### src/design/dghp_pkg.sv
package dghp_pkg;

	localparam int ERR_W   = 10;
	localparam int DUTY_W  = 11;
	localparam int FRAC_W  = 8;
	localparam int CFG_W   = 16;
	localparam int IDX_W   = 3;
	localparam int PGAIN_W = 10;
	localparam int IGAIN_W = 16;
	localparam int DGAIN_W = 10;
	localparam int GINT_W  = 18;
	localparam int FINT_W  = 19;

	localparam int GENTLE_LIMIT = 400;
	localparam int FAST_LIMIT   = 1000;
	localparam int GENTLE_ILIM  = GENTLE_LIMIT * (1 << FRAC_W);
	localparam int FAST_ILIM    = FAST_LIMIT * (1 << FRAC_W);

	localparam logic [IDX_W-1:0] REG_GENTLE_P = 3'd0;
	localparam logic [IDX_W-1:0] REG_GENTLE_I = 3'd1;
	localparam logic [IDX_W-1:0] REG_GENTLE_D = 3'd2;
	localparam logic [IDX_W-1:0] REG_FAST_P   = 3'd3;
	localparam logic [IDX_W-1:0] REG_FAST_I   = 3'd4;
	localparam logic [IDX_W-1:0] REG_FAST_D   = 3'd5;
	localparam logic [IDX_W-1:0] REG_HOLD     = 3'd6;

	localparam logic [PGAIN_W-1:0] GENTLE_P_RST = 10'd30;
	localparam logic [IGAIN_W-1:0] GENTLE_I_RST = 16'd0;
	localparam logic [DGAIN_W-1:0] GENTLE_D_RST = 10'd10;
	localparam logic [PGAIN_W-1:0] FAST_P_RST   = 10'd50;
	localparam logic [IGAIN_W-1:0] FAST_I_RST   = 16'd0;
	localparam logic [DGAIN_W-1:0] FAST_D_RST   = 10'd50;

	typedef struct packed {
		logic [PGAIN_W-1:0] gentle_p_gain;
		logic [IGAIN_W-1:0] gentle_i_gain;
		logic [DGAIN_W-1:0] gentle_d_gain;
		logic [PGAIN_W-1:0] fast_p_gain;
		logic [IGAIN_W-1:0] fast_i_gain;
		logic [DGAIN_W-1:0] fast_d_gain;
		logic               hold_loop;
	} cfg_t;

endpackage

### src/design/dghp_cfg.sv
module dghp_cfg
	import dghp_pkg::*;
(
	input  logic             clk,
	input  logic             arst_n,
	input  logic             cfg_we,
	input  logic [IDX_W-1:0] cfg_index,
	input  logic [CFG_W-1:0] cfg_wdata,
	output cfg_t             cfg
);

	cfg_t cfg_q;

	always_ff @(posedge clk or negedge arst_n) begin
		if (!arst_n) begin
			cfg_q.gentle_p_gain <= GENTLE_P_RST;
			cfg_q.gentle_i_gain <= GENTLE_I_RST;
			cfg_q.gentle_d_gain <= GENTLE_D_RST;
			cfg_q.fast_p_gain   <= FAST_P_RST;
			cfg_q.fast_i_gain   <= FAST_I_RST;
			cfg_q.fast_d_gain   <= FAST_D_RST;
			cfg_q.hold_loop     <= 1'b0;
		end else if (cfg_we) begin
			case (cfg_index)
				REG_GENTLE_P: cfg_q.gentle_p_gain <= cfg_wdata[PGAIN_W-1:0];
				REG_GENTLE_I: cfg_q.gentle_i_gain <= cfg_wdata[IGAIN_W-1:0];
				REG_GENTLE_D: cfg_q.gentle_d_gain <= cfg_wdata[DGAIN_W-1:0];
				REG_FAST_P:   cfg_q.fast_p_gain   <= cfg_wdata[PGAIN_W-1:0];
				REG_FAST_I:   cfg_q.fast_i_gain   <= cfg_wdata[IGAIN_W-1:0];
				REG_FAST_D:   cfg_q.fast_d_gain   <= cfg_wdata[DGAIN_W-1:0];
				REG_HOLD:     cfg_q.hold_loop     <= cfg_wdata[0];
				default: ;
			endcase
		end
	end

	assign cfg = cfg_q;

endmodule

### config.mk
export PLATFORM = sky130hd
export DESIGN_NAME = dghp_cfg
export DESIGN_NICKNAME = d
export VERILOG_FILES = /design/src/design/dghp_pkg.sv /design/src/design/dghp_cfg.sv
export SDC_FILE = /design/constraint.sdc
export NUM_CORES = 1
export LEC_CHECK = 0
export BUFFER_PORTS_ARGS = -buffer_cell sky130_fd_sc_hd__buf_2
export CAP_MARGIN = 25
export CORE_UTILIZATION = 35
export CTS_CLUSTER_DIAMETER = 150
export CTS_CLUSTER_SIZE = 8
export DETAILED_ROUTE_END_ITERATION = 10
export GPL_ROUTABILITY_DRIVEN = 0
export PLACE_DENSITY_LB_ADDON = 0.3
export SLEW_MARGIN = 25
export SYNTH_ARGS = -nofsm -noshare
export SYNTH_HDL_FRONTEND = slang
export SYNTH_SLANG_ARGS = --single-unit
### constraint.sdc
create_clock -name clk -period 2.7 [get_ports clk]
set_clock_uncertainty 0.15 [all_clocks]
set_input_delay 0.405 -clock clk [delete_from_list [all_inputs] [get_ports clk]]
set_output_delay 0.405 -clock clk [all_outputs]
set_load 0.05 [all_outputs]
* Word level (Yosys, flattened, before mapping) *
Index checks and enable logic that the tools add are counted.

cells by class
  equal/unequal tests = 6
  reductions and logical operators = 8

operators by type and width
  kind                count
  $reduce_and 2->1    7
  $eq 3x3->1 const B  3
  $eq 3x2->1 const B  2
  $eq 3x1->1 const B  1
  $logic_not 3->1     1

word-level totals
  flip-flop bits (word level) = 73
  bits of input ports = 22
  output and inout bits = 73
  logic and storage cells = 21

* Depth between registers and ports, before layout *
  word-level depth = 2
  depth in mapped cells = 4

* Worst setup path after synthesis *
No wires, ideal clock.

  path kind = in2reg
  from = input cfg_index[0]
  to = register cfg_q, in the netlist cfg[63]
  arrival time = 1236 ps
  path slack = 1189 ps
  stages on the path = 3
  cell sequence = nor4b_1 buf_2 mux2_2

on the way
  longest elaborated chain between the ends = 2

ends and longest elaborated chain
  item                        RTL line        text
  from (decl)                 dghp_cfg.sv:7   input logic [IDX_W-1:0] cfg_index,
  $logic_not 3->1             dghp_cfg.sv:24  case (cfg_index)
  $reduce_and 2->1 (no line)  n/a
  to (decl)                   dghp_cfg.sv:12  cfg_t cfg_q;

Every way passes these cells.
A chain may end at the register's enable or synchronous reset.

* Worst setup path after layout *
  from = register cfg_q, in the netlist cfg[28]
  to = output cfg[28] (netlist name)

RTL lines
  item       RTL line       text
  to (decl)  dghp_cfg.sv:9  output cfg_t cfg

No word-level cell between the ends.

==> results.cfg <==
[global_routing]
track_usage_pct = 15.14
antenna_found_initial = 0
grt_max_degree = 74
grt_pass1_vias = 1780
globalRouteOverflowTotal = 0
grt_pass1_wl_um = 9818

[final_layout]
stdcell_area_um2 = 3699
largest_register_ffs = 73
final_cells = 373
diodes = 0
drive_above_1_share_pct = 74.54
mostFrequentLayoutCell = buf_2
final_util_pct = 47.13
nets = 288
final_cell_mix = 94 x buf_2, 61 x dfrtp_1, 53 x mux2_2
area_growth_pct = 27.80

[synth]
synth_xor_area_share_pct = 0
yosys_warnings = 0
ys_seq_area_share_pct = 63.64
synth_area_um2 = 2894
synth-simple-area-share_pct = 2.508
synth_top_family_by_area = multiplexers
synth-compound-area-share_pct = 0
synth_cells = 161
synth_mux_area_share_pct = 31.00
synthAdderAreaFrac_pct = 0
ys_types = 11
synth_nets = 183
yosys_register_bits = 73
syn_area_per_cell_um2 = 17.98

[worst_hold_path]
whs_path_depth = 2
hold_class = in2reg
hold_end = cfg[26]$_DFFE_PN0P_
worstHoldStart = cfg_wdata[15]

[power_and_ir_drop]
power_density_nw_per_um2 = 1042
peakVddDrop_uv = 497.6
leakage_uw = 0.001774

[critical_path]
crit_type = reg2out
crit_path_max_incr_delay_ns = 0.53
cp_data_arrival_time_ns = 1.13
rrSetupSlack_ns = 1.77
critPathTopFamily = flip-flops
ff2ff_path_depth = 1
worstReg2RegStart = cfg[18]$_DFFE_PN0P_
crit_required_ns = 2.14
worst-path-buf-inv = 1
crit_path_max_fanout = 2
end_kind = output pin
reg2reg_to = cfg[18]$_DFFE_PN0P_
slowest_stage = dfstp_2
start_kind = flop
worstPathCellList = buf_2

[status]
run_status = finished, final reports clean

[floorplan]
fp.dieArea_um2 = 8636
start_util_pct = 36.88
ioPinCount = 95
die_x_um = 92.93
dieHeight_um = 92.93
row_count = 32
core_um2 = 7848

[placement]
postPlaceCellArea_um2 = 3481
port_buffers = 94
place_hpwl_um = 4165
place_inst = 356

[sta]
max_slew.worst_pin.slew_ns = 0.6244
hold_violations = 0
slew_headroom_pct = 58.15
fmax_mhz = 594.3
final_max_slew_viol_count = 0
finalCriticalPeriod_ns = 1.683
rsz0062_at_grt = no
period_share_pct = 62.32
setup_viol = 0
setup-tns-final_ns = 0

[route]
drtPass1Iterations = 3
drc = 0
routedWlPerCell_um = 16.13
drt_iter0_drc = 22
ant_nets = 0
vias = 1733
finalWirelength_um = 6015
via_per_inst = 4.646

[clock_tree]
clk_path_buf_depth = 2
insertion_delay_ns = 0.33
cts_max_level = 3
cts_buffers = 9
clock_sinks = 73
cts_setup_buffers = 0
ctsResizeCount = 0
cts_tree = yes
cts_hold_buffers = 1
path_clk_slew_ns = 0.07
cts_root_buf = clkbuf_8

[flow_run]
max_cap_violations = 0
==> cell usage after synthesis, drive strengths merged <==
master   n  share of area, %
buf      8               2.9
and4bb   3               1.3
dfstp   12                11
nor4b    1              0.30
mux2    73                31
nand4b   3              0.91
dfrtp   61                53
==> where the power goes <==
part / switching [uW] / internal (uW) / total, uW
clock: 377 / 503 / 879
sequential: 115 / 1360 / 1480
combinational: 1100 / 400 / 1500
==> layout make-up <==
class,count,area [um2]
fill,745,4149
sequential,73,1842
multi-input combinational,80,975.9
timing repair buffer,102,545.5
clock buffer,14,172.7
tap,102,127.6
clock inverter,2,35.03
==> worst max-delay path by stage <==
stage | from | end | slack (ns) | cells after the start
floorplan | cfg_index[0] | cfg[63]$_DFFE_PN0P_ | 1.19 | 3
global placement | cfg_index[1] | cfg[10]$_DFFE_PN0P_ | 0.80 | 3
detailed placement | cfg_index[1] | cfg[8]$_DFFE_PN0P_ | 0.79 | 3
CTS | cfg[6]$_DFFE_PN1P_ | cfg[6] | 1.0 | 1
global route | cfg[28]$_DFFE_PN1P_ | cfg[28] | 0.97 | 1
finish | cfg[28]$_DFFE_PN1P_ | cfg[28] | 1.02 | 1
==> per-stage QoR <==
stage	power [uW]	worst slack, ns	hold WS (ns)
floorplan	2639	1.189	-0.04059
global placement	2989	0.8020	0.3162
detailed placement	3003	0.7917	0.3151
CTS	3897	0.9963	0.1483
global route	4032	0.9700	0.1530
finish	3853	1.017	0.1678
==> cells by family (layout without fill, tap and decap cells) <==
group	after synthesis	count (layout)
buffers and inverters	8	118
DFF	73	73
muxes	73	73
and+or+nand+nor	7	7
==> per-layer routing <==
metal	GRT usage, %	part of all wire (%)	vias to the layer above	routed length, um
li1	-	-	791	-
met1	20.92	47	861	2837
met2	21.81	42	71	2552
met3	5.419	9.0	10	541
met4	5.385	1.4	0	83
met5	0	0	-	0
Note: power is estimated with default switching activity, not from simulation.
