<file path="config.mk">
export PLATFORM = sky130hd
export DESIGN_NAME = dghp_datapath
export DESIGN_NICKNAME = d
export VERILOG_FILES = /design/src/design/dghp_pkg.sv /design/src/design/dghp_datapath.sv
export SDC_FILE = /design/constraint.sdc
export NUM_CORES = 1
export LEC_CHECK = 0
export ABC_AREA = 1
export BUFFER_PORTS_ARGS = -buffer_cell sky130_fd_sc_hd__buf_2
export CORE_MARGIN = 5
export CORE_UTILIZATION = 50
export DETAILED_ROUTE_END_ITERATION = 8
export MAX_ROUTING_LAYER = met4
export PLACE_DENSITY = 0.71
export SETUP_SLACK_MARGIN = 0.1
export SLEW_MARGIN = 10
export SYNTH_ARGS = -nofsm -noshare
export SYNTH_HDL_FRONTEND = slang
export SYNTH_SLANG_ARGS = --single-unit
export TNS_END_PERCENT = 1
</file>
<file path="constraint.sdc">
create_clock -name clk -period 17.55 [get_ports clk]
set_input_delay 2.6325 -clock clk [delete_from_list [all_inputs] [get_ports clk]]
set_output_delay 2.6325 -clock clk [all_outputs]
set_load 0.02 [all_outputs]
</file>
<file path="src/design/dghp_pkg.sv">
package dghp_pkg;

	localparam int ERR_W   = 10;
	localparam int DUTY_W  = 11;
	localparam int FRAC_W  = 8;
	localparam int CFG_W   = 16;
	localparam int IDX_W   = 3;
	localparam int PGAIN_W = 10;
	localparam int IGAIN_W = 16;
	localparam int DGAIN_W = 10;
	localparam int GINT_W  = 18;
	localparam int FINT_W  = 19;

	localparam int GENTLE_LIMIT = 400;
	localparam int FAST_LIMIT   = 1000;
	localparam int GENTLE_ILIM  = GENTLE_LIMIT * (1 << FRAC_W);
	localparam int FAST_ILIM    = FAST_LIMIT * (1 << FRAC_W);

	localparam logic [IDX_W-1:0] REG_GENTLE_P = 3'd0;
	localparam logic [IDX_W-1:0] REG_GENTLE_I = 3'd1;
	localparam logic [IDX_W-1:0] REG_GENTLE_D = 3'd2;
	localparam logic [IDX_W-1:0] REG_FAST_P   = 3'd3;
	localparam logic [IDX_W-1:0] REG_FAST_I   = 3'd4;
	localparam logic [IDX_W-1:0] REG_FAST_D   = 3'd5;
	localparam logic [IDX_W-1:0] REG_HOLD     = 3'd6;

	localparam logic [PGAIN_W-1:0] GENTLE_P_RST = 10'd30;
	localparam logic [IGAIN_W-1:0] GENTLE_I_RST = 16'd0;
	localparam logic [DGAIN_W-1:0] GENTLE_D_RST = 10'd10;
	localparam logic [PGAIN_W-1:0] FAST_P_RST   = 10'd50;
	localparam logic [IGAIN_W-1:0] FAST_I_RST   = 16'd0;
	localparam logic [DGAIN_W-1:0] FAST_D_RST   = 10'd50;

	typedef struct packed {
		logic [PGAIN_W-1:0] gentle_p_gain;
		logic [IGAIN_W-1:0] gentle_i_gain;
		logic [DGAIN_W-1:0] gentle_d_gain;
		logic [PGAIN_W-1:0] fast_p_gain;
		logic [IGAIN_W-1:0] fast_i_gain;
		logic [DGAIN_W-1:0] fast_d_gain;
		logic               hold_loop;
	} cfg_t;

endpackage

</file>
<file path="src/design/dghp_datapath.sv">
module dghp_datapath
	import dghp_pkg::*;
(
	input  logic                     clk,
	input  logic                     arst_n,
	input  logic                     commit,
	input  logic                     cmd,
	input  logic signed [ERR_W-1:0]  angle_error,
	input  cfg_t                     cfg,
	output logic signed [DUTY_W-1:0] duty
);

	localparam int ACC_W  = 27;
	localparam int PD_W   = 22;
	localparam int SUM_W  = 32;
	localparam int DINT_W = SUM_W - FRAC_W;

	logic signed [ERR_W-1:0]  prev_err_q;
	logic signed [GINT_W-1:0] gentle_int_q;
	logic signed [FINT_W-1:0] fast_int_q;
	logic signed [DUTY_W-1:0] held_duty_q;

	logic signed [PD_W-1:0]   err_x;
	logic signed [PD_W-1:0]   deriv_x;
	logic signed [PD_W-1:0]   kp_x;
	logic signed [PD_W-1:0]   kd_x;
	logic signed [PD_W-1:0]   pd;
	logic signed [ACC_W-1:0]  ki_x;
	logic signed [ACC_W-1:0]  err_a;
	logic signed [ACC_W-1:0]  ki_prod;
	logic signed [ACC_W-1:0]  acc_old;
	logic signed [ACC_W-1:0]  acc_new;
	logic signed [ACC_W-1:0]  acc_lim;
	logic signed [ACC_W-1:0]  acc_clamped;
	logic signed [SUM_W-1:0]  sum;
	logic signed [DINT_W-1:0] sum_int;
	logic signed [DINT_W-1:0] duty_raw;
	logic signed [DINT_W-1:0] duty_lim;
	logic signed [DINT_W-1:0] duty_clamped;

	always_comb begin
		err_x   = PD_W'(angle_error);
		deriv_x = PD_W'(angle_error) - PD_W'(prev_err_q);
		err_a   = ACC_W'(angle_error);
		if (cmd) begin
			kp_x     = PD_W'({1'b0, cfg.fast_p_gain});
			kd_x     = PD_W'({1'b0, cfg.fast_d_gain});
			ki_x     = ACC_W'({1'b0, cfg.fast_i_gain});
			acc_old  = ACC_W'(fast_int_q);
			acc_lim  = ACC_W'(FAST_ILIM);
			duty_lim = DINT_W'(FAST_LIMIT);
		end else begin
			kp_x     = PD_W'({1'b0, cfg.gentle_p_gain});
			kd_x     = PD_W'({1'b0, cfg.gentle_d_gain});
			ki_x     = ACC_W'({1'b0, cfg.gentle_i_gain});
			acc_old  = ACC_W'(gentle_int_q);
			acc_lim  = ACC_W'(GENTLE_ILIM);
			duty_lim = DINT_W'(GENTLE_LIMIT);
		end

		ki_prod = ki_x * err_a;
		pd      = kp_x * err_x + kd_x * deriv_x;
		acc_new = cfg.hold_loop ? acc_old : acc_old + ki_prod;
		sum     = (SUM_W'(pd) <<< FRAC_W) + SUM_W'(acc_new);

		// truncate toward zero
		sum_int = sum[SUM_W-1:FRAC_W];
		if (sum[SUM_W-1] && (sum[FRAC_W-1:0] != '0))
			sum_int = sum_int + DINT_W'(1);

		duty_raw = cfg.hold_loop ? DINT_W'(held_duty_q) : sum_int;

		if (duty_raw > duty_lim)
			duty_clamped = duty_lim;
		else if (duty_raw < -duty_lim)
			duty_clamped = -duty_lim;
		else
			duty_clamped = duty_raw;

		if (acc_new > acc_lim)
			acc_clamped = acc_lim;
		else if (acc_new < -acc_lim)
			acc_clamped = -acc_lim;
		else
			acc_clamped = acc_new;

		duty = duty_clamped[DUTY_W-1:0];
	end

	always_ff @(posedge clk or negedge arst_n) begin
		if (!arst_n) begin
			prev_err_q   <= '0;
			gentle_int_q <= '0;
			fast_int_q   <= '0;
			held_duty_q  <= '0;
		end else if (commit) begin
			prev_err_q  <= angle_error;
			held_duty_q <= duty_clamped[DUTY_W-1:0];
			if (cmd)
				fast_int_q <= acc_clamped[FINT_W-1:0];
			else
				gentle_int_q <= acc_clamped[GINT_W-1:0];
		end
	end

endmodule

</file>
After elaboration in Yosys (flattened, before gate mapping)
Index checks and enable logic that the tools add are counted.
{"block": "totals", "register_bits": 58, "out_inout_bits": 11, "word_cells": 36}
{"block": "op_classes", "add_sub_neg": 7, "multipliers": 3, "magnitude_cmp": 4, "mux": 13, "n_bitwise": 1, "reduce_logical": 4}
{"cell": "27-bit 2-to-1 mux", "n": 2}
{"cell": "24-bit 2-to-1 mux", "n": 2}
{"cell": "19-bit 2-to-1 mux", "n": 2}
{"cell": "30-bit by 27-bit adder with 31-bit output", "n": 1}
{"cell": "10-bit 2-to-1 mux", "n": 3}
{"cell": "27-bit adder", "n": 1}
{"cell": "27-bit by 19-bit > comparator with 1-bit output", "n": 1}
{"cell": "27-bit < comparator", "n": 1}
{"cell": "17-bit by 10-bit multiplier with 27-bit output", "n": 1}
{"cell": "18-bit negator with 27-bit output", "n": 1}
{"cell": "23-bit by 2-bit adder with 24-bit output (second input constant)", "n": 1}
{"cell": "24-bit by 11-bit > comparator with 1-bit output", "n": 1}
{"cell": "24-bit < comparator", "n": 1}
{"cell": "10-bit negator with 24-bit output", "n": 1}
{"cell": "21-bit by 22-bit adder with 22-bit output", "n": 1}
{"cell": "11-bit by 11-bit multiplier with 22-bit output", "n": 1}
{"cell": "11-bit 2-to-1 mux", "n": 2}
{"cell": "11-bit by 10-bit multiplier with 21-bit output", "n": 1}
{"cell": "18-bit 2-to-1 mux", "n": 1}
{"cell": "16-bit 2-to-1 mux", "n": 1}
{"cell": "10-bit by 10-bit subtractor with 11-bit output", "n": 1}
{"cell": "8-bit nonzero test", "n": 1}
{"cell": "2-bit AND reduction", "n": 2}
{"cell": "1-bit logical AND", "n": 1}
{"cell": "1-bit inverter", "n": 1}

Longest topological paths before layout
Gate-level depths: netlist (run 1).
{"block": "depth", "depth_word": 12, "ltp_mapped": 74, "mapped_depth_nobuf": 73}

Worst setup path after synthesis (run 1)
OpenSTA, ideal clock, no wires.
{"block": "synth_timing", "path_kind": "in2out", "start": "input port angle_error[0]", "end": "output port duty[9]", "t_arrival_ps": 13683, "required_ps": 14917, "slack_ps": 1235, "stages": 65, "cell_sequence": "clkbuf_1 > inv_1 > clkbuf_1 > ha_1 > fa_1 > o21ai_0 > nand2_1 > nand2_1 > a21oi_1 > or2_2 > nand2_1 > a21oi_1 > or2_2 > a22oi_1 > inv_1 > nand2_1 > fa_1 > fa_1 > [... 29 more ...] > nand4_1 > nand2_4 > nand3_4 > inv_1 > nand2_1 > xnor2_1 > a21oi_1 > ha_1 > nand2_1 > nand3_1 > nor2_1 > nand2_1 > nor2_1 > nand3_2 > nand2_4 > nand2_1 > nand3_2 > and2_1"}
{"block": "synth_between", "elab_chain_len": 11}
{"element": "start, declared", "line_no": "dghp_datapath.sv:8", "source": "input logic signed [ERR_W-1:0] angle_error,"}
{"element": "branches (longest 3 deep; another with 11-bit by 11-bit multiplier with 22-bit output)"}
{"element": "30-bit by 27-bit adder with 31-bit output *", "line_no": "dghp_datapath.sv:64", "source": "sum = (SUM_W'(pd) <<< FRAC_W) + SUM_W'(acc_new);"}
{"element": "branches (longest 2 deep; another with 23-bit by 2-bit adder with 24-bit output)"}
{"element": "24-bit 2-to-1 mux *", "line_no": "dghp_datapath.sv:68", "source": "if (sum[SUM_W-1] && (sum[FRAC_W-1:0] != '0))"}
{"element": "24-bit 2-to-1 mux *", "line_no": "dghp_datapath.sv:71", "source": "duty_raw = cfg.hold_loop ? DINT_W'(held_duty_q) : sum_int;"}
{"element": "24-bit < comparator", "line_no": "dghp_datapath.sv:75", "source": "else if (duty_raw < -duty_lim)"}
{"element": "11-bit 2-to-1 mux", "line_no": "dghp_datapath.sv:75"}
{"element": "11-bit 2-to-1 mux *", "line_no": "dghp_datapath.sv:73", "source": "if (duty_raw > duty_lim)"}
{"element": "end, declared", "line_no": "dghp_datapath.sv:10", "source": "output logic signed [DUTY_W-1:0] duty"}
Mark *: on every way between the ends.

Final worst setup path (run 1)
{"block": "layout_timing", "start": "input port angle_error[0]", "end": "output port duty[5]"}
The elaborated chain is that of the path after synthesis.

==> results.py, run 1 <==
metrics = {
    "routing": {
        "wl_um": 60840,
        "vias": 18600,
        "drc": 0,
        "ant_nets": 0,
        "wl_met2_um": 27390,
        "drtIter0Drc": 1712,
        "dr.pass1.iters": 5,
        "routed.top_layer": "met4",
        "dr_wl_met3_um": 5027,
        "wire_per_inst_um": 17.19,
        "wl_met1_um": 26910,
        "avgViaCountPerCell": 5.255,
    },
    "timing": {
        "timing.final.crit_share": 0.9540,
        "clock_skew_ps": 19.55,
        "setup_viol": 0,
        "final_period_minus_worst_setup_slack_ps": 16740,
        "tightest_slew_ps": 1209,
        "setup_tns_ps": 0,
        "rsz0062_at_grt": "yes",
        "finalHoldViolCount": 0,
        "relSlewSlack": 0.1854,
        "slew_viol_final": 0,
        "whs_ps": 479.4,
        "max_freq_mhz": 59.73,
    },
    "synth": {
        "ys.flop_type": "dfrtp_1",
        "avgSynthCellArea_um2": 7.073,
        "ys_async_sr_fraction": 1.000,
        "yosysMostFrequentCell": "nand2_1",
        "syn-instance-count": 2916,
        "syn_nets": 3554,
        "ys_types": 51,
        "synth_edf_count": 0,
        "synth.cell_area_um2": 20620,
        "ys_ff_latch": 58,
        "yosys.area.top_type_share": 0.3019,
        "yosysTopAreaCell": "fa_1",
        "seq_area_frac_synth": 0.07038,
        "netlist_top_cells_count": "765 x nand2_1, 652 x inv_1, 311 x fa_1",
        "yosys_warnings": 0,
        "ys_top_cells_by_area": "fa_1 30%, ha_1 15%, nand2_1 14%",
    },
    "worst_setup_path": {
        "critPathKind": "in -> out",
        "worst_r2r_path_depth": 69,
        "end_kind": "primary output",
        "setup.worst_path.start": "angle_error[0]",
        "crit_required_ps": 14920,
        "crit_arrival_ps": 14110,
        "r2r-start": "prev_err_q[2]$_DFFE_PN0P_",
        "critPathSlowestCell": "fa_1",
        "critPathMaxStageDelay_ps": 590,
        "crit_fanout": 9,
        "crit_path_start_kind": "input port",
        "crit_top_cell": "nand2_1",
    },
    "finish": {
        "antenna_cells": 0,
        "drive_gt1_frac": 0.09511,
        "stdcell_count": 3539,
        "final_nets": 3640,
        "syn_to_final_growth_pct": 7.462,
    },
    "job": {
        "drv_cap": 0,
    },
    "die": {
        "die_y_um": 213.1,
        "die_x_um": 213.1,
        "ios": 98,
        "die_area_um2": 45410,
        "start_util": 0.5051,
        "fp.coreArea_um2": 40830,
        "placementRows": 74,
    },
    "global_route": {
        "grt-ovfl-total": 0,
        "first_global_vias": 18930,
        "grt_antenna_before_repair": 1,
        "grt_pass1_wl_um": 99850,
        "grt_use_total": 0.2847,
        "grt_max_degree": 59,
    },
    "placed_design": {
        "dpl.hpwl_um": 51300,
        "placedCellCount": 3516,
        "place_congestion": 0.9889,
        "io_buffers": 97,
    },
    "cts": {
        "clock_sink_count": 58,
        "clock_latency_ps": 350,
        "cts_made_buffers": 9,
        "clkTransAtPathRegs_ps": 50,
        "clockRootBuffer": "clkbuf_16",
        "cts_max_level": 3,
        "cts_hold_buffers": 0,
        "cts_tree": "yes",
        "cts.path.max_buffers": 2,
    },
    "run_status": {
        "status": "finished, final reports clean",
    },
    "hold_path": {
        "min_path_cells": 2,
        "hold_class": "reg -> reg",
        "worstHoldStart": "fast_int_q[3]$_DFFE_PN0P_",
    },
}
-- cell families (layout without fill, tap and decap cells) --
kind of cell / after synthesis / after routing / share of synthesized area
AOI/OAI and AO/OA: 194 / 194 / 0.05102
adders and majority gates: 551 / 551 / 0.4475
xor gates and xnor gates: 43 / 43 / 0.01863
muxes: 2 / 2 / 0.0009707
buffers and inverters: 736 / 827 / 0.1363
and+or+nand+nor: 1332 / 1332 / 0.2752
DFF: 58 / 58 / 0.07038
-- registers in the layout, indices dropped and copies added, names as in the netlist --
| name | cells |
|---|---|
| fast_int_q | 19 |
| gentle_int_q | 18 |
| held_duty_q | 11 |
| prev_err_q | 10 |
-- through the flow --
stage               utilization  area [µm²]  worst slack (ps)
floorplan                     -       20620              1235
global placement         0.5322       21730             656.9
detailed placement       0.5322       21730             532.8
CTS                      0.5403       22060             490.3
global route             0.5428       22160             47.95
finish                   0.5428       22160             807.5
-- placed cells by master, fill, tap and decap left out, drive strengths merged, types with 3 or more instances in the layout --
cell type,n
nor2,305
o211ai,3
buf,133
a21oi,72
a21o,3
nor4,5
nand3,115
ha,240
clkbuf,12
xnor2,16
xor2,27
clkinv,14
fa,311
a31oi,4
nand3b,8
nand4,43
inv,666
nand2,791
and2,7
dfrtp,58
nor3,10
o21ai,98
o21bai,6
or2,46
a211oi,3
-- routing by layer --
metal / track usage / up-vias
met2: 0.4409 / 703
met4: 0.06533 / 0
li1: - / 8916
met5: - / -
met3: 0.04202 / 95
met1: 0.3997 / 8882
-- worst paths after layout --
| path | end | slack (ps) |
|---|---|---|
| max in group asynchronous | prev_err_q[6]$_DFFE_PN0P_ | 14560 |
| worst max register to register | held_duty_q[3]$_DFFE_PN0P_ | 5850 |
| min in group asynchronous | gentle_int_q[1]$_DFFE_PN0P_ | 2440 |
| worst max-delay path | duty[5] | 810 |
| worst min-delay path | fast_int_q[3]$_DFFE_PN0P_ | 480 |
| worst min register to register | fast_int_q[3]$_DFFE_PN0P_ | 480 |
-- critical path: cells and delay by family --
family                     cells  cell delay, ps
adders and majority gates     11            4940
and+or+nand+nor               34            3620
AOI/OAI and AO/OA             10            1400
buffers and inverters         10             990
xor gates and xnor gates       3             490
-- final cells by class --
cell class / count / area [µm²]
Fill cell: 3972 / 18670
Tap cell: 532 / 665.6
Sequential cell: 58 / 1451
Inverter: 678 / 2549
Clock buffer: 12 / 256.5
Timing Repair Buffer: 133 / 755.7
Clock inverter: 4 / 73.82
Multi-Input combinational cell: 2122 / 16410
-- timing repair --
item | CTS | global route
setup buffers | 0 | 7
resized for setup | 0 | 15
hold endpoints to repair | 0 | 0
setup endpoints to repair | 0 | 10
Power of run 1 is left out: the tool's default activity adds up to more than one toggle a clock period on the data nets, which glitch-free logic cannot reach.
==> run 2, diff against run 1 <==
--- a/config.mk
+++ b/config.mk
@@ -9,6 +9,7 @@
 export BUFFER_PORTS_ARGS = -buffer_cell sky130_fd_sc_hd__buf_2
 export CORE_MARGIN = 5
 export CORE_UTILIZATION = 50
+export CTS_BUF_LIST = sky130_fd_sc_hd__clkbuf_8
 export DETAILED_ROUTE_END_ITERATION = 8
 export MAX_ROUTING_LAYER = met4
 export PLACE_DENSITY = 0.71
==> run 2 against run 1 <==
Effect of this change: cell count did not move; cell area down 0.46%; die area did not move; critical path type unchanged; utilization down 0.25 points; via count rose by 0.22%.
==> results.py, run 2 (synthesized netlist as in run 1, its figures left out) <==
metrics = {
    "finish": {
        "largest_register_ffs": 19,
        "top_register": "fast_int_q",
        "utilization": 0.5403,
        "final_common_cell": "nand2_1",
        "syn_to_final_growth_pct": 6.971,
        "final_nets": 3640,
        "reg_top3": "fast_int_q: 19 flops, gentle_int_q: 18 flops, held_duty_q: 11 flops",
        "final_cell_mix": "765 x nand2_1, 651 x inv_1, 311 x fa_1, 290 x nor2_1, 237 x ha_1",
        "finalInstanceArea_um2": 22060,
        "antenna_cells": 0,
        "drive_gt1_frac": 0.09511,
        "fillCellCount": 3993,
    },
    "cts": {
        "cts_max_level": 3,
        "cts.path.max_buffers": 2,
        "clkTransAtPathRegs_ps": 70,
        "cts_made_buffers": 9,
        "clock_sink_count": 58,
        "clock_latency_ps": 380,
        "clockRootBuffer": "clkbuf_8",
        "cts_tree": "yes",
        "cts_hold_buffers": 0,
    },
    "worst_setup_path": {
        "worst_r2r_path_depth": 69,
        "crit_required_ps": 14920,
        "regToRegSetupSlack_ps": 5860,
        "r2r-start": "prev_err_q[2]$_DFFE_PN0P_",
        "crit_top_cell": "nand2_1",
        "r2r_end": "held_duty_q[3]$_DFFE_PN0P_",
        "crit_fanout": 9,
        "critPathMaxStageDelay_ps": 590,
        "critPathSlowestCell": "fa_1",
        "end_kind": "primary output",
        "crit_arrival_ps": 14090,
        "crit_path_start_kind": "input port",
        "critPathKind": "in -> out",
    },
    "die": {
        "die_y_um": 213.1,
        "placementRows": 74,
        "start_util": 0.5051,
        "die_x_um": 213.1,
        "fp.coreArea_um2": 40830,
        "ios": 98,
        "die_area_um2": 45410,
    },
    "hold_path": {
        "min_path_cells": 2,
        "hold_class": "reg -> reg",
        "worstHoldStart": "fast_int_q[3]$_DFFE_PN0P_",
        "holdPathEnd": "fast_int_q[3]$_DFFE_PN0P_",
    },
    "routing": {
        "dr.pass1.iters": 6,
        "wire_per_inst_um": 17.21,
        "drc": 0,
        "drtIter0Drc": 1544,
        "vias": 18640,
        "ant_nets": 0,
        "wl_um": 60900,
        "avgViaCountPerCell": 5.266,
    },
    "timing": {
        "setup_tns_ps": 0,
        "timing.final.crit_share": 0.9526,
        "tightest_slew_ps": 1203,
        "max_freq_mhz": 59.81,
        "slew_viol_final": 0,
        "fin_ws_ps": 831.1,
        "finalHoldViolCount": 0,
        "relSlewSlack": 0.1895,
        "setup_viol": 0,
        "rsz0062_at_grt": "yes",
        "clock_skew_ps": 24.63,
        "final_period_minus_worst_setup_slack_ps": 16720,
    },
    "global_route": {
        "grt_use_total": 0.2848,
        "grt_max_degree": 59,
        "grt-ovfl-total": 0,
        "first_global_vias": 18920,
        "grt_pass1_wl_um": 99820,
        "grt_antenna_before_repair": 1,
    },
    "placed_design": {
        "place_congestion": 0.9889,
        "io_buffers": 97,
        "dpl.hpwl_um": 51300,
        "place_ws_ps": 532.8,
        "placed_cell_area_um2": 21730,
    },
    "job": {
        "drv_cap": 0,
    },
    "run_status": {
        "status": "finished, final reports clean",
    },
}
[run 2: changes by cell type in the layout (fill, tap and decap cells not counted), sizes merged]
| cell | delta |
|---|---|
| clkbuf | -1 |
| inv | +1 |
[run 2: worst max path at each step]
stage / start / to / slack [ps] / depth (start not counted)
2_1_floorplan: angle_error[0] / duty[9] / 1230 / 65
3_3_place_gp: angle_error[0] / duty[5] / 660 / 62
3_5_place_dp: angle_error[0] / duty[5] / 530 / 64
4_1_cts: angle_error[0] / duty[5] / 490 / 64
5_1_grt: angle_error[0] / duty[5] / 50 / 66
6_report: angle_error[0] / duty[5] / 830 / 68
[run 2: critical path, delay by kind of cell]
kind / cells / cell delay (ps)
AO/OA/AOI/OAI: 10 / 1400
buffers and inverters: 10 / 990
XOR/XNOR: 3 / 480
AND/OR/NAND/NOR: 34 / 3620
adder cells (fa/ha/maj): 11 / 4940
[run 2: repair_timing]
| action | 4_1_cts | 5_1_grt |
|---|---|---|
| endpoints found under the setup margin | 0 | 10 |
| buffers inserted | 0 | 7 |
| gates resized for setup | 0 | 15 |
[run 2: layer usage]
layer / part of all wire / GRT usage
met5: 0 / -
met4: 0.028 / 0.06753
met3: 0.078 / 0.04246
met1: 0.45 / 0.3988
met2: 0.45 / 0.4408
[run 2: per-stage QoR]
step           std cells  hold WS (ps)
2_1_floorplan       2916         443.7
3_3_place_gp        3516         461.6
3_5_place_dp        3516         465.7
4_1_cts             3532         484.3
5_1_grt             3539         500.2
6_report            3539         483.5
[run 2: cell type report]
type                       instances  area (µm²)  area share
sequential                        58        1451     0.06579
multi-input combinational       2122       16410      0.7439
clock inverter                     5       77.57    0.003516
tap                              532       665.6     0.03017
timing repair buffer             133       755.7     0.03426
inverter                         678        2549      0.1155
clock buffer                      11       151.4    0.006863
Power of run 2 is left out for the same reason.
==> run 3, diff against run 2 <==
--- a/config.mk
+++ b/config.mk
@@ -5,14 +5,13 @@
 export SDC_FILE = /design/constraint.sdc
 export NUM_CORES = 1
 export LEC_CHECK = 0
-export ABC_AREA = 1
 export BUFFER_PORTS_ARGS = -buffer_cell sky130_fd_sc_hd__buf_2
 export CORE_MARGIN = 5
-export CORE_UTILIZATION = 50
+export CORE_UTILIZATION = 30
 export CTS_BUF_LIST = sky130_fd_sc_hd__clkbuf_8
 export DETAILED_ROUTE_END_ITERATION = 8
 export MAX_ROUTING_LAYER = met4
-export PLACE_DENSITY = 0.71
+export PLACE_DENSITY = 0.49
 export SETUP_SLACK_MARGIN = 0.1
 export SLEW_MARGIN = 10
 export SYNTH_ARGS = -nofsm -noshare
==> run 3 against run 2 <==
Effect of this change: area after synthesis is 2.9% lower; cell area is 1.2% higher; sequential share of layout area is 0.081 points lower; worst hold slack worse by 3.2 ps; sequential cell count stayed put; critical path depth is 16 lower; first-iteration DRC count is 29% lower; cell count is 5.0% lower; clock skew is 4.1 ps lower; utilization is 20 points lower.
==> results.py, run 3 <==
metrics = {
    "run_status": {
        "status": "finished, final reports clean",
    },
    "die": {
        "die_area_um2": 72000,
        "die_y_um": 268.3,
        "fp.coreArea_um2": 65980,
        "placementRows": 94,
        "start_util": 0.3034,
        "ios": 98,
        "die_x_um": 268.3,
    },
    "placed_design": {
        "place_congestion": 0.8771,
        "io_buffers": 97,
        "dpl.hpwl_um": 49740,
    },
    "cts": {
        "cts.path.max_buffers": 2,
        "cts_tree": "yes",
        "clkTransAtPathRegs_ps": 70,
        "cts_max_level": 3,
        "cts_made_buffers": 9,
        "clock_sink_count": 58,
        "clock_latency_ps": 390,
        "clockRootBuffer": "clkbuf_8",
    },
    "synth": {
        "seq_area_frac_synth": 0.07250,
        "netlist_top_cells_count": "451 x inv_1, 311 x fa_1, 300 x nand2_1",
        "syn-instance-count": 2384,
        "syn_nets": 3022,
        "ys_top_cells_by_area": "fa_1 31%, ha_1 15%, inv_1 8.5%",
        "ys_types": 80,
        "synth_top_family_by_area": "adder cells",
        "ys_ff_latch": 58,
        "yosys.area.top_type_share": 0.3110,
        "synth_edf_count": 0,
        "avgSynthCellArea_um2": 8.398,
        "yosysMostFrequentCell": "inv_1",
        "muxShareOfSynthArea": 0.04756,
        "yosysTopAreaCell": "fa_1",
        "ys.flop_type": "dfrtp_1",
        "synthXorXnorAreaFrac": 0.03150,
        "ys_async_sr_fraction": 1.000,
        "yosys_warnings": 0,
        "synth.cell_area_um2": 20020,
        "synth_compound_area_frac": 0.1132,
        "yosys.area_share.simple": 0.1737,
        "synth-adder-area-share": 0.4610,
    },
    "timing": {
        "slew_viol_final": 0,
        "timing.final.crit_share": 0.9619,
        "final_period_minus_worst_setup_slack_ps": 16880,
        "relSlewSlack": 0.2862,
        "max_freq_mhz": 59.24,
        "setup_viol": 0,
        "setup_tns_ps": 0,
        "finalHoldViolCount": 0,
        "whs_ps": 480.3,
        "rsz0062_at_grt": "no",
        "clock_skew_ps": 20.51,
        "tightest_slew_ps": 1068,
    },
    "finish": {
        "final_common_cell": "inv_1",
        "multi_input_area_um2": 16790,
        "fillCellCount": 6919,
        "drive_gt1_frac": 0.1221,
        "final_cell_mix": "449 x inv_1, 309 x fa_1, 298 x nand2_1, 236 x ha_1, 177 x nor2_1",
        "utilization": 0.3385,
        "final_nets": 3131,
        "syn_to_final_growth_pct": 11.57,
        "reg_top3": "fast_int_q: 19 flops, gentle_int_q: 18 flops, held_duty_q: 11 flops",
        "antenna_cells": 0,
        "top_register": "fast_int_q",
        "seqCellArea_um2": 1451,
        "largest_register_ffs": 19,
    },
    "routing": {
        "wl_met1_um": 29430,
        "ant_nets": 0,
        "drc": 0,
        "wl_um": 59640,
        "wl_met2_um": 27140,
        "drtIter0Drc": 1098,
        "vias": 16400,
        "avgViaCountPerCell": 4.877,
        "dr_wl_met3_um": 2468,
        "routed.top_layer": "met4",
        "dr.pass1.iters": 5,
        "wire_per_inst_um": 17.74,
    },
    "hold_path": {
        "hold_class": "reg -> reg",
    },
    "worst_setup_path": {
        "crit_top_cell": "fa_1",
        "critPathKind": "in -> out",
        "critPathSlowestCell": "fa_2",
        "crit_required_ps": 14920,
        "crit_path_start_kind": "input port",
        "end_kind": "primary output",
        "crit_fanout": 6,
        "critPathMaxStageDelay_ps": 590,
        "crit_arrival_ps": 14250,
    },
    "global_route": {
        "grt_antenna_before_repair": 0,
        "grt_max_degree": 65,
        "first_global_vias": 17180,
        "grt-ovfl-total": 0,
        "grt_use_total": 0.1729,
        "grt_pass1_wl_um": 96180,
    },
    "job": {
        "drv_cap": 0,
    },
}
[run 3: per-stage QoR]
| stage | cell area [µm²] | worst slack [ps] | cells |
|---|---|---|---|
| final | 22340 | 668.5 | 3362 |
| after global routing | 22340 | 36.32 | 3362 |
| after CTS | 22060 | 134.4 | 3355 |
| after detailed placement | 21740 | -64.56 | 3333 |
| after global placement | 21740 | 144.8 | 3333 |
| after floorplan | 20020 | 122.4 | 2384 |
[run 3: final cells by class]
class,instances,area share
clock buffer,9,0.005546
inverter,452,0.07596
clock inverter,7,0.005602
multi-input combinational,1800,0.7516
timing repair buffer,172,0.04789
tap,864,0.04840
sequential,58,0.06498
[run 3: cells by family after synthesis]
group,after synthesis
flip-flops,58
AND/OR/NAND/NOR,746
adder cells (fa/ha/maj),551
multiplexers,88
AO/OA/AOI/OAI,343
buffers and inverters,526
XOR/XNOR,72
[run 3: path summary, 6_finish.rpt]
kind | start | slack (ps) | to | depth (start not counted)
min in group asynchronous | arst_n | 2410 | held_duty_q[2]$_DFFE_PN0P_ | 2
hold / removal | fast_int_q[4]$_DFFE_PN0P_ | 480 | fast_int_q[4]$_DFFE_PN0P_ | 2
setup / recovery | angle_error[1] | 670 | duty[9] | 52
max in group asynchronous | arst_n | 14520 | prev_err_q[5]$_DFFE_PN0P_ | 2
setup reg to reg | prev_err_q[1]$_DFFE_PN0P_ | 5370 | held_duty_q[1]$_DFFE_PN0P_ | 53
hold reg to reg | fast_int_q[4]$_DFFE_PN0P_ | 480 | fast_int_q[4]$_DFFE_PN0P_ | 2
[run 3: critical path: cells and delay by family]
kind / cells / cell delay [ps]
adder cells (fa/ha/maj): 11 / 4700
AO/OA/AOI/OAI: 18 / 3090
AND/OR/NAND/NOR: 11 / 2030
buffers and inverters: 7 / 780
XOR/XNOR: 3 / 520
multiplexers: 2 / 460
[run 3: repair_timing]
item | in CTS | in global routing
hold buffers | 0 | 0
hold endpoints to repair | 0 | 0
endpoints found under the setup margin | 10 | 10
gates resized for setup | 5 | 58
pin swaps | 2 | 29
setup buffers | 6 | 7
[run 3: routing by layer]
metal,vias to the layer above,global-route usage
li1,7859,-
met1,8151,0.2487
met2,360,0.2736
met3,27,0.01703
met4,0,0.02286
met5,-,-
Power of run 3 is left out for the same reason.
